--- src/design/spse_pkg.sv ---
// shared types and constants for the sorted pair set engine
// no dependencies
package spse_pkg;

    localparam int SET_DEPTH = 64;
    localparam int CNT_W     = $clog2(SET_DEPTH + 1);
    localparam int KEY_W     = 64;

    localparam logic [31:0] SIGN_BIAS = 32'h8000_0000;

    localparam logic [2:0] FUNC_INSERT   = 3'd0;
    localparam logic [2:0] FUNC_CONTAINS = 3'd1;
    localparam logic [2:0] FUNC_REMOVE   = 3'd2;
    localparam logic [2:0] FUNC_MARK     = 3'd3;
    localparam logic [2:0] FUNC_KEEP     = 3'd4;
    localparam logic [2:0] FUNC_CLEAR    = 3'd5;

    typedef struct packed {
        logic [2:0]         func;
        logic signed [31:0] key_first;
        logic signed [31:0] key_second;
    } t_in;

    typedef struct packed {
        logic               found;
        logic               dropped_full;
        logic [6:0]         member_count;
        logic               is_empty;
        logic signed [31:0] min_first;
        logic signed [31:0] min_second;
        logic signed [31:0] max_first;
        logic signed [31:0] max_second;
    } t_out;

    typedef struct packed {
        logic load_key;
        logic compare;
        logic apply;
        logic keep_step;
        logic keep_done;
        logic load_out;
    } t_cmd;

    typedef struct packed {
        logic is_keep;
        logic keep_any;
        logic out_block;
    } t_status;

endpackage

--- src/design/spse_ctrl.sv ---
// controller state machine of the sorted pair set engine
// depends on spse_pkg
module spse_ctrl (
    input  logic              i_clk,
    input  logic              i_rst_n,
    input  logic              i_in_valid,
    output logic              o_in_ready,
    input  spse_pkg::t_status i_status,
    output spse_pkg::t_cmd    o_cmd
);

    localparam logic [2:0] S_IDLE  = 3'd0;
    localparam logic [2:0] S_CMP   = 3'd1;
    localparam logic [2:0] S_APPLY = 3'd2;
    localparam logic [2:0] S_KEEP  = 3'd3;
    localparam logic [2:0] S_RESP  = 3'd4;

    logic [2:0] r_state;
    logic [2:0] n_state;

    always_comb begin
        n_state = r_state;
        o_cmd   = '0;
        unique case (r_state)
            S_IDLE: begin
                if (i_in_valid) begin
                    o_cmd.load_key = 1'b1;
                    n_state        = S_CMP;
                end
            end
            S_CMP: begin
                o_cmd.compare = 1'b1;
                n_state       = i_status.is_keep ? S_KEEP : S_APPLY;
            end
            S_APPLY: begin
                o_cmd.apply = 1'b1;
                n_state     = S_RESP;
            end
            S_KEEP: begin
                if (i_status.keep_any) begin
                    o_cmd.keep_step = 1'b1;
                end else begin
                    o_cmd.keep_done = 1'b1;
                    n_state         = S_RESP;
                end
            end
            S_RESP: begin
                if (!i_status.out_block) begin
                    o_cmd.load_out = 1'b1;
                    n_state        = S_IDLE;
                end
            end
            default: n_state = S_IDLE;
        endcase
    end

    assign o_in_ready = (r_state == S_IDLE);

    always_ff @(posedge i_clk) begin
        if (!i_rst_n) begin
            r_state <= S_IDLE;
        end else begin
            r_state <= n_state;
        end
    end

endmodule

--- config.mk ---
export PLATFORM = sky130hd
export DESIGN_NAME = spse_ctrl
export DESIGN_NICKNAME = d
export VERILOG_FILES = /design/src/design/spse_pkg.sv /design/src/design/spse_ctrl.sv
export SDC_FILE = /design/constraint.sdc
export NUM_CORES = 1
export LEC_CHECK = 0
export BUFFER_PORTS_ARGS = -buffer_cell sky130_fd_sc_hd__buf_2
export CAP_MARGIN = 20
export CORE_AREA = 2 2 39 41
export CTS_CLUSTER_DIAMETER = 40
export DETAILED_ROUTE_END_ITERATION = 16
export DIE_AREA = 0 0 41 43
export PLACE_DENSITY = 0.45
export SETUP_SLACK_MARGIN = 0.5
export SYNTH_ARGS = -nofsm -noshare
export SYNTH_HDL_FRONTEND = slang
export SYNTH_SLANG_ARGS = --single-unit
--- constraint.sdc ---
create_clock -name i_clk -period 1 [get_ports i_clk]
set_input_delay 0 -clock i_clk [delete_from_list [all_inputs] [get_ports i_clk]]
set_output_delay 0 -clock i_clk [all_outputs]
set_load 0.01 [all_outputs]
==> results_dict.tcl, run 1 <==
set metrics [dict create \
    status "complete, but fails checks" \
    violations "negative setup slack" \
    finalHoldViolCount 0 \
    hp-start "i_rst_n" \
    coreArea_sq_um 1384 \
    whs_ns 0.04356 \
    seq_area_frac_synth_pct 31.79 \
    hold_class "primary input to register" \
    rsz0062_at_grt "true" \
    crit_fanout 5 \
    p_leak_uw 0.0002101 \
    fillers 143 \
    drive_above_1_share_pct 76.09 \
    cp.arrival_ns 1.08 \
    cts_sinks 3 \
    cts_tree "done" \
    clock_path_buffers 2 \
    num_vias 256 \
    layout_setup_ws_ns -0.07914 \
    tightest_slew_ns 0.2354 \
    die_h_microns 43 \
    skew_ns 0.004585 \
    r2r_cells 4 \
    hold_path_end "r_state[1]$_SDFFE_PN0P_" \
    post-route-period-util_pct 107.9 \
    synth_compound_area_share_pct 14.57 \
    clock.fmax_mhz 926.7 \
    routedWlPerCell_microns 11.31 \
    finalPower_uw 595.4 \
    reg.largest.list "r_state (3)" \
    ctsHoldBuffers 0 \
    initial_utilization_pct 13.65 \
    synth.top_cells.by_area "dfxtp_1 (32%), a2111oi_2 (7.9%), nor2_1 (7.9%), and3_1 (6.6%), nor2b_1 (6.6%)" \
    yosysTopAreaCell "dfxtp_1" \
    grt_pass1_vias 234 \
    r2r_end "r_state[0]$_SDFFE_PN0P_" \
    cts_buffers 3 \
    r2r-start "r_state[0]$_SDFFE_PN0P_" \
    min_period_ns 1.079 \
    synth_seq_cells 3 \
    critical_path_class "register to output port" \
    track_usage_pct 9.054 \
    io_buffers 12 \
    critPathCaptureType "output port" \
    path_clk_slew_ns 0.04 \
    vdd.ir_drop.worst_mv 0.4294 \
    nets 53 \
    regMostFlops "r_state" \
    ys_warn_count 0 \
    fp-row-count 14 \
    finalSetupViolCount 7 \
    layout_commonest_cell "buf_2" \
    drt-total-wl_microns 701 \
    grt_overflow 0 \
    ios 13 \
    synthCells 25 \
    layout_common_cells "buf_2 (12), nor2_2 (3), clkbuf_4 (3), buf_4 (3), dfxtp_4 (3)" \
    drc_errors 0 \
    cp_data_required_time_ns 1.00 \
    drt-initial-drc-count 7 \
    dp_hpwl_microns 385.1 \
    grt_max_degree 9 \
    synth_top_family_by_area "simple AND/OR/NAND/NOR gates" \
    largest_reg_flops 3 \
    drtAntennaViolNets 0 \
    yosysUniqueCellTypes 17 \
    synth_mux_area_share_pct 0 \
    die_w_microns 41 \
    yosysTopAreaCellShare_pct 31.79 \
    synthXorXnorAreaFrac_pct 0 \
    powerDensity_nw_per_um2 1348 \
    syn2layout_area_growth_pct 133.8 \
    synth_area_sq_um 188.9 \
    cts_root_buf "clkbuf_4" \
    synth-simple-area-share_pct 49.01 \
    avgSynthCellArea_sq_um 7.557 \
    holdPathStages 2 \
    antennaDiodeCount 0 \
    cap_violations 0 \
    via_per_inst 4.129 \
    synthAdderAreaFrac_pct 0 \
    clkLatencyLatePin_ns 0.24 \
    report.final.slew_viol_count 0 \
    die_area_sq_um 1763 \
    ff2ff_setup_slack_ns 0 \
    synth_nets 31 \
    cp-start-kind "register" \
    relSlewSlack_pct 84.30 \
    firstDrtPassIters 4 \
    fin_setup_tns_ns -0.2936 \
    grt_first_pass_wirelength_microns 1007 \
    h-tree-depth 1 \
    place.gp.congestion 0.6839 \
    antenna_found_initial 0 \
]
how the worst max path moves through the flow:
stage | endpoint | from
after global routing | o_cmd[4] | r_state[0]$_SDFFE_PN0P_
after CTS | o_cmd[4] | r_state[0]$_SDFFE_PN0P_
final | o_cmd[1] | r_state[0]$_SDFFE_PN0P_
after detailed placement | r_state[0]$_SDFFE_PN0P_ | r_state[1]$_SDFFE_PN0P_
after global placement | r_state[2]$_SDFFE_PN0P_ | r_state[1]$_SDFFE_PN0P_
after floorplan | r_state[0]$_SDFFE_PN0P_ | r_state[0]$_SDFFE_PN0P_
synth_stat cells:
library cell and instances:
nand3_1 1, or2b_1 1, clkbuf_2 1, dfxtp_1 3, nor2_1 4, a211oi_1 1, a21oi_1 1, nor3b_1 1
and3_1 2, nand3b_1 1, nor3_1 1, nand2b_1 1, a2111oi_2 1, inv_1 1, nor2b_1 2, and2_1 1
nand2_1 2
metal layers:
layer	GRT usage, %	vias to the layer above	routed length (microns)
met2	12.19	12	332
met5	0	-	0
met3	4.712	0	59
li1	-	126	-
met4	4.000	0	0
met1	11.65	118	308
worst max-delay path: stages, from the launching register on:
cell     delay, ns
dfxtp_4       0.37
or2b_1        0.27
nor2_2        0.08
buf_2         0.13
cells by family (layout without fill, tap and decap cells):
| logic type | count (synthesis) | count (layout) |
|---|---|---|
| simple gates | 17 | 17 |
| buf+inv | 2 | 23 |
| flops | 3 | 3 |
| compound gates | 3 | 3 |
per-stage QoR:
| stage | instance area (sq um) | setup WS [ns] | util (%) | instances |
|---|---|---|---|---|
| floorplan | 236.5 | 0.1430 | - | 25 |
| global placement | 310.3 | 0.02080 | 22.42 | 53 |
| detailed placement | 310.3 | 0.01978 | 22.42 | 53 |
| CTS | 426.7 | -0.1015 | 30.83 | 61 |
| global route | 441.7 | -0.1297 | 31.92 | 62 |
| finish | 441.7 | -0.07914 | 31.92 | 62 |
repair_timing:
item                       in CTS  in global routing
gates resized for setup        10                  2
setup endpoints to repair      10                 10
pin swaps                       6                  3
buffers inserted                4                  1
gates cloned                    0                  0
layout make-up:
| type | count | area, sq um | share of cell area [%] |
|---|---|---|---|
| clock buffers | 4 | 26.28 | 5.949 |
| multi-input cells | 20 | 195.2 | 44.19 |
| well taps | 16 | 20.02 | 4.533 |
| inverters | 1 | 3.754 | 0.8499 |
| flip-flops and latches | 3 | 71.32 | 16.15 |
| repair buffers | 18 | 125.1 | 28.33 |
power by group:
part	internal, uW	switching [uW]	leakage, uW
combinational	120	94.9	0.000168
sequential	131	23.6	0.0000267
clock	150	76.0	0.0000150
Note: power is estimated with default switching activity, not from simulation.
==> inputs of run 2 (changes only) <==
SETUP_SLACK_MARGIN = 0.3   (was 0.5)
SLEW_MARGIN = 10   (was default)
==> results_dict.tcl, run 2 (synthesis results as in run 1) <==
set metrics [dict create \
    hold_class "primary input to register" \
    die_h_microns 43 \
    syn2layout_area_growth_pct 128.5 \
    cp-start-kind "register" \
    drive_above_1_share_pct 85.42 \
    coreArea_sq_um 1384 \
    largest_reg_flops 3 \
    status "complete, but fails checks" \
    seq_power_share_pct 28.4 \
    place.gp.congestion 0.6408 \
    powerDensity_nw_per_um2 1279 \
    critPathCaptureType "output port" \
    worstPathCellList "or2b_1 > nor2_2 > buf_2" \
    reg.largest.list "r_state (3)" \
    report.final.slew_viol_count 0 \
    rsz0062_at_grt "true" \
    finalHoldViolCount 0 \
    die_w_microns 41 \
    cts_root_buf "clkbuf_4" \
    clock_path_buffers 2 \
    grt_pass1_vias 270 \
    clkLatencyLatePin_ns 0.23 \
    firstDrtPassIters 1 \
    io_buffers 12 \
    track_usage_pct 9.237 \
    ctsHoldBuffers 0 \
    cts_tree "done" \
    dp_hpwl_microns 404.8 \
    relSlewSlack_pct 82.34 \
    violations "negative setup slack" \
    critical_path_class "register to output port" \
    h-tree-depth 1 \
    p_sw_uw 165.3 \
    nets 55 \
    cts_sinks 3 \
    grt_overflow 0 \
    clock.fmax_mhz 910.5 \
    grt_max_degree 8 \
    finalNonFillerCells 64 \
    finalSetupViolCount 6 \
    cp.arrival_ns 1.10 \
    die_area_sq_um 1763 \
    layout_setup_ws_ns -0.09825 \
    skew_ns 0.001795 \
    p_int_uw 387.0 \
    p_leak_uw 0.0002051 \
    finalPower_uw 552.3 \
    num_vias 254 \
    worst_path_max_delay_cell "dfxtp_4" \
    dp_cells 52 \
    vdd.ir_drop.worst_mv 0.4052 \
    ff2ff_setup_slack_ns -0.03 \
    via_per_inst 3.969 \
    crit_fanout 6 \
    fp-row-count 14 \
    tightest_slew_ns 0.2644 \
    cap_violations 0 \
    whs_ns 0.06188 \
    ios 13 \
    cts_buffers 3 \
    drt-total-wl_microns 670 \
    drtAntennaViolNets 0 \
    post-route-period-util_pct 109.8 \
    drc_errors 0 \
    layout_commonest_cell "buf_2" \
    grt_first_pass_wirelength_microns 1048 \
    pwr-share-clk_pct 37.7 \
    regMostFlops "r_state" \
    min_period_ns 1.098 \
    initial_utilization_pct 13.65 \
    cpPeakStageDelay_ns 0.39 \
    routedWlPerCell_microns 10.47 \
    cp_data_required_time_ns 1.00 \
    postLayoutCoreUtil_pct 31.19 \
    power_switching_share_pct 29.92 \
    antennaDiodeCount 0 \
    path_clk_slew_ns 0.04 \
    antenna_found_initial 0 \
    fin_setup_tns_ns -0.3568 \
    layout_common_cells "buf_2 (12), buf_4 (6), nor2_2 (3), clkbuf_4 (3), dfxtp_4 (3)" \
    drt-initial-drc-count 0 \
    p_comb_share_pct 33.9 \
]
[run 2: cell type report]
| class | instances | area [sq um] |
|---|---|---|
| clock buffer | 4 | 26.28 |
| sequential | 3 | 71.32 |
| tap | 16 | 20.02 |
| inverter | 1 | 3.754 |
| multi-input combinational | 20 | 182.7 |
| fill | 156 | 952.2 |
| timing repair buffer | 20 | 127.6 |
[run 2: what timing repair did]
| item | CTS | global route |
|---|---|---|
| cloned | 0 | 0 |
| resized for setup | 9 | 5 |
| pin swaps | 4 | 3 |
| setup buffers | 8 | 0 |
| endpoints found under the setup margin | 10 | 10 |
[run 2: worst paths after layout]
check | start | to | depth (start not counted)
worst min register to register | r_state[0]$_SDFFE_PN0P_ | r_state[0]$_SDFFE_PN0P_ | 2
worst max register to register | r_state[1]$_SDFFE_PN0P_ | r_state[0]$_SDFFE_PN0P_ | 3
worst min-delay path | i_status[0] | r_state[2]$_SDFFE_PN0P_ | 3
worst max-delay path | r_state[0]$_SDFFE_PN0P_ | o_cmd[1] | 3
[run 2: power groups by stage]
| stage | Clock [uW] | Combinational [uW] | Sequential [uW] |
|---|---|---|---|
| 3_3_place_gp | 0 | 118 | 165 |
| 4_1_cts | 219 | 179 | 157 |
| 2_1_floorplan | 0 | 94.3 | 151 |
| 3_5_place_dp | 0 | 119 | 166 |
| 6_report | 208 | 187 | 157 |
| 5_1_grt | 235 | 203 | 160 |
[run 2: layer usage]
metal  global-route usage [%]  vias to the layer above  wire (microns)  share of wire (%)
met5                        0                        -               0                  0
li1                         -                      130               -                  -
met2                    13.44                       10             349                 52
met1                    10.93                      114             267                 40
met3                    1.571                        0              53                7.9
met4                    8.000                        0               0                  0
[run 2: stage by stage]
step	cell area (sq um)	setup slack, ns
4_1_cts	416.7	-0.1147
5_1_grt	431.7	-0.1567
6_report	431.7	-0.09825
2_1_floorplan	236.5	0.1416
3_5_place_dp	302.8	-0.03399
3_3_place_gp	302.8	0.01012
[run 2: critical path: cells and delay by family (launching register included)]
family	cells	cell delay [ns]
flops	1	0.39
buf+inv	1	0.13
simple gates	2	0.35
==> inputs of run 3 (changes only) <==
==> constraint.sdc (replaced) <==
create_clock -name i_clk -period 1 [get_ports i_clk]
set_input_delay 0.1 -clock i_clk [delete_from_list [all_inputs] [get_ports i_clk]]
set_output_delay 0.1 -clock i_clk [all_outputs]
set_load 0.01 [all_outputs]
==> results_dict.tcl, run 3 (synthesis results as in run 1) <==
set metrics [dict create \
    clkLatencyLatePin_ns 0.23 \
    regMostFlops "r_state" \
    firstDrtPassIters 3 \
    drt-initial-drc-count 1 \
    cp.arrival_ns 1.07 \
    cts_tree "done" \
    p_comb_share_pct 29.9 \
    num_vias 241 \
    multi_input_area_sq_um 161.4 \
    layout_commonest_cell "buf_2" \
    reg.largest.list "r_state (3)" \
    cts_sinks 3 \
    report.final.slew_viol_count 0 \
    grt_max_degree 8 \
    drive_above_1_share_pct 72.73 \
    seq_area_sq_um 71.32 \
    antenna_found_initial 0 \
    violations "negative setup slack" \
    cp-start-kind "register" \
    finalHoldViolCount 0 \
    cts_root_buf "clkbuf_4" \
    clock.fmax_mhz 856.3 \
    place.gp.congestion 0.6016 \
    grt_first_pass_wirelength_microns 848 \
    stdcell_area_sq_um 379.1 \
    ios 13 \
    worstPathCellList "or2b_1 > nor2_1 > buf_2" \
    tightest_slew_ns 0.2379 \
    track_usage_pct 7.214 \
    coreArea_sq_um 1384 \
    place_area_sq_um 290.3 \
    skew_ns 0.003419 \
    die_area_sq_um 1763 \
    antennaDiodeCount 0 \
    p_sw_uw 148.9 \
    layout_setup_ws_ns -0.1678 \
    initial_utilization_pct 13.65 \
    p_int_uw 368.9 \
    vdd.ir_drop.worst_mv 0.2175 \
    pwr-share-clk_pct 40.4 \
    powerDensity_nw_per_um2 1366 \
    syn2layout_area_growth_pct 100.7 \
    seq_power_share_pct 29.7 \
    ctsHoldBuffers 0 \
    fillers 166 \
    cpPeakStageDelay_ns 0.37 \
    fp-row-count 14 \
    clock_path_buffers 2 \
    rsz0062_at_grt "true" \
    routedWlPerCell_microns 9.050 \
    hold_class "primary input to register" \
    layout_common_cells "buf_2 (11), buf_4 (4), clkbuf_4 (3), dfxtp_4 (3)" \
    drt-total-wl_microns 543 \
    cap_violations 0 \
    cts_buffers 3 \
    min_period_ns 1.168 \
    p_leak_uw 0.0001839 \
    drtAntennaViolNets 0 \
    worst_path_max_delay_cell "dfxtp_4" \
    h-tree-depth 1 \
    critPathCaptureType "output port" \
    grt_pass1_vias 224 \
    drc_errors 0 \
    io_buffers 12 \
    finalSetupViolCount 7 \
    largest_reg_flops 3 \
    post-route-period-util_pct 116.8 \
    critical_path_class "register to output port" \
    postLayoutCoreUtil_pct 27.40 \
    die_w_microns 41 \
    status "complete, but fails checks" \
    grt_overflow 0 \
    power_switching_share_pct 28.75 \
    cp_data_required_time_ns 0.90 \
    via_per_inst 4.017 \
    relSlewSlack_pct 84.11 \
    nets 51 \
    path_clk_slew_ns 0.04 \
    die_h_microns 43 \
    crit_fanout 6 \
]
-- run 3: critical path: cells and delay by family (launching register included) --
family,cells,cell delay (ns)
DFF,1,0.37
buffers and inverters,1,0.13
and+or+nand+nor,2,0.34
-- run 3: path summary, 6_finish.rpt --
check | from | end | slack, ns | depth (start not counted)
max | r_state[0]$_SDFFE_PN0P_ | o_cmd[4] | -0.17 | 3
min | i_rst_n | r_state[1]$_SDFFE_PN0P_ | 0.12 | 2
min reg2reg | r_state[0]$_SDFFE_PN0P_ | r_state[0]$_SDFFE_PN0P_ | 0.56 | 2
max reg2reg | r_state[0]$_SDFFE_PN0P_ | r_state[0]$_SDFFE_PN0P_ | 0.04 | 4
-- run 3: through the flow --
step	instances	power, uW	setup TNS (ns)	hold WS [ns]	setup slack [ns]
detailed placement	52	278.2	-0.05059	0.3542	-0.05059
floorplan	25	241.7	0	0.2309	0.07854
global placement	52	278.9	-0.03632	0.3661	-0.03632
finish	60	517.7	-0.8233	0.1197	-0.1678
global route	60	552.9	-1.251	0.1180	-0.2459
CTS	59	519.5	-0.9242	0.1159	-0.1776
-- run 3: area by class of cell --
| type | instances | area share [%] |
|---|---|---|
| inverter | 1 | 0.9901 |
| sequential | 3 | 18.81 |
| timing repair buffer | 16 | 25.41 |
| tap | 16 | 5.281 |
| multi-input combinational | 20 | 42.57 |
| clock buffer | 4 | 6.931 |
-- run 3: per-layer routing --
layer / vias up / share of wire (%) / GRT usage [%]
li1: 125 / - / -
met1: 110 / 37 / 7.029
met4: 0 / 0 / 8.000
met2: 6 / 59 / 11.88
met3: 0 / 4.2 / 0
met5: - / 0 / 0
-- run 3: power groups by stage --
| stage | logic (uW) | clock network (uW) | registers, uW |
|---|---|---|---|
| 2_1_floorplan | 91.6 | 0 | 150 |
| 3_3_place_gp | 116 | 0 | 163 |
| 3_5_place_dp | 116 | 0 | 162 |
| 4_1_cts | 151 | 214 | 154 |
| 5_1_grt | 170 | 226 | 157 |
| 6_report | 155 | 209 | 154 |
-- run 3: repair_timing --
item / 4_1_cts / 5_1_grt
setup endpoints to repair: 10 / 10
pin swaps: 3 / 0
setup buffers: 3 / 1
resized for setup: 8 / 1
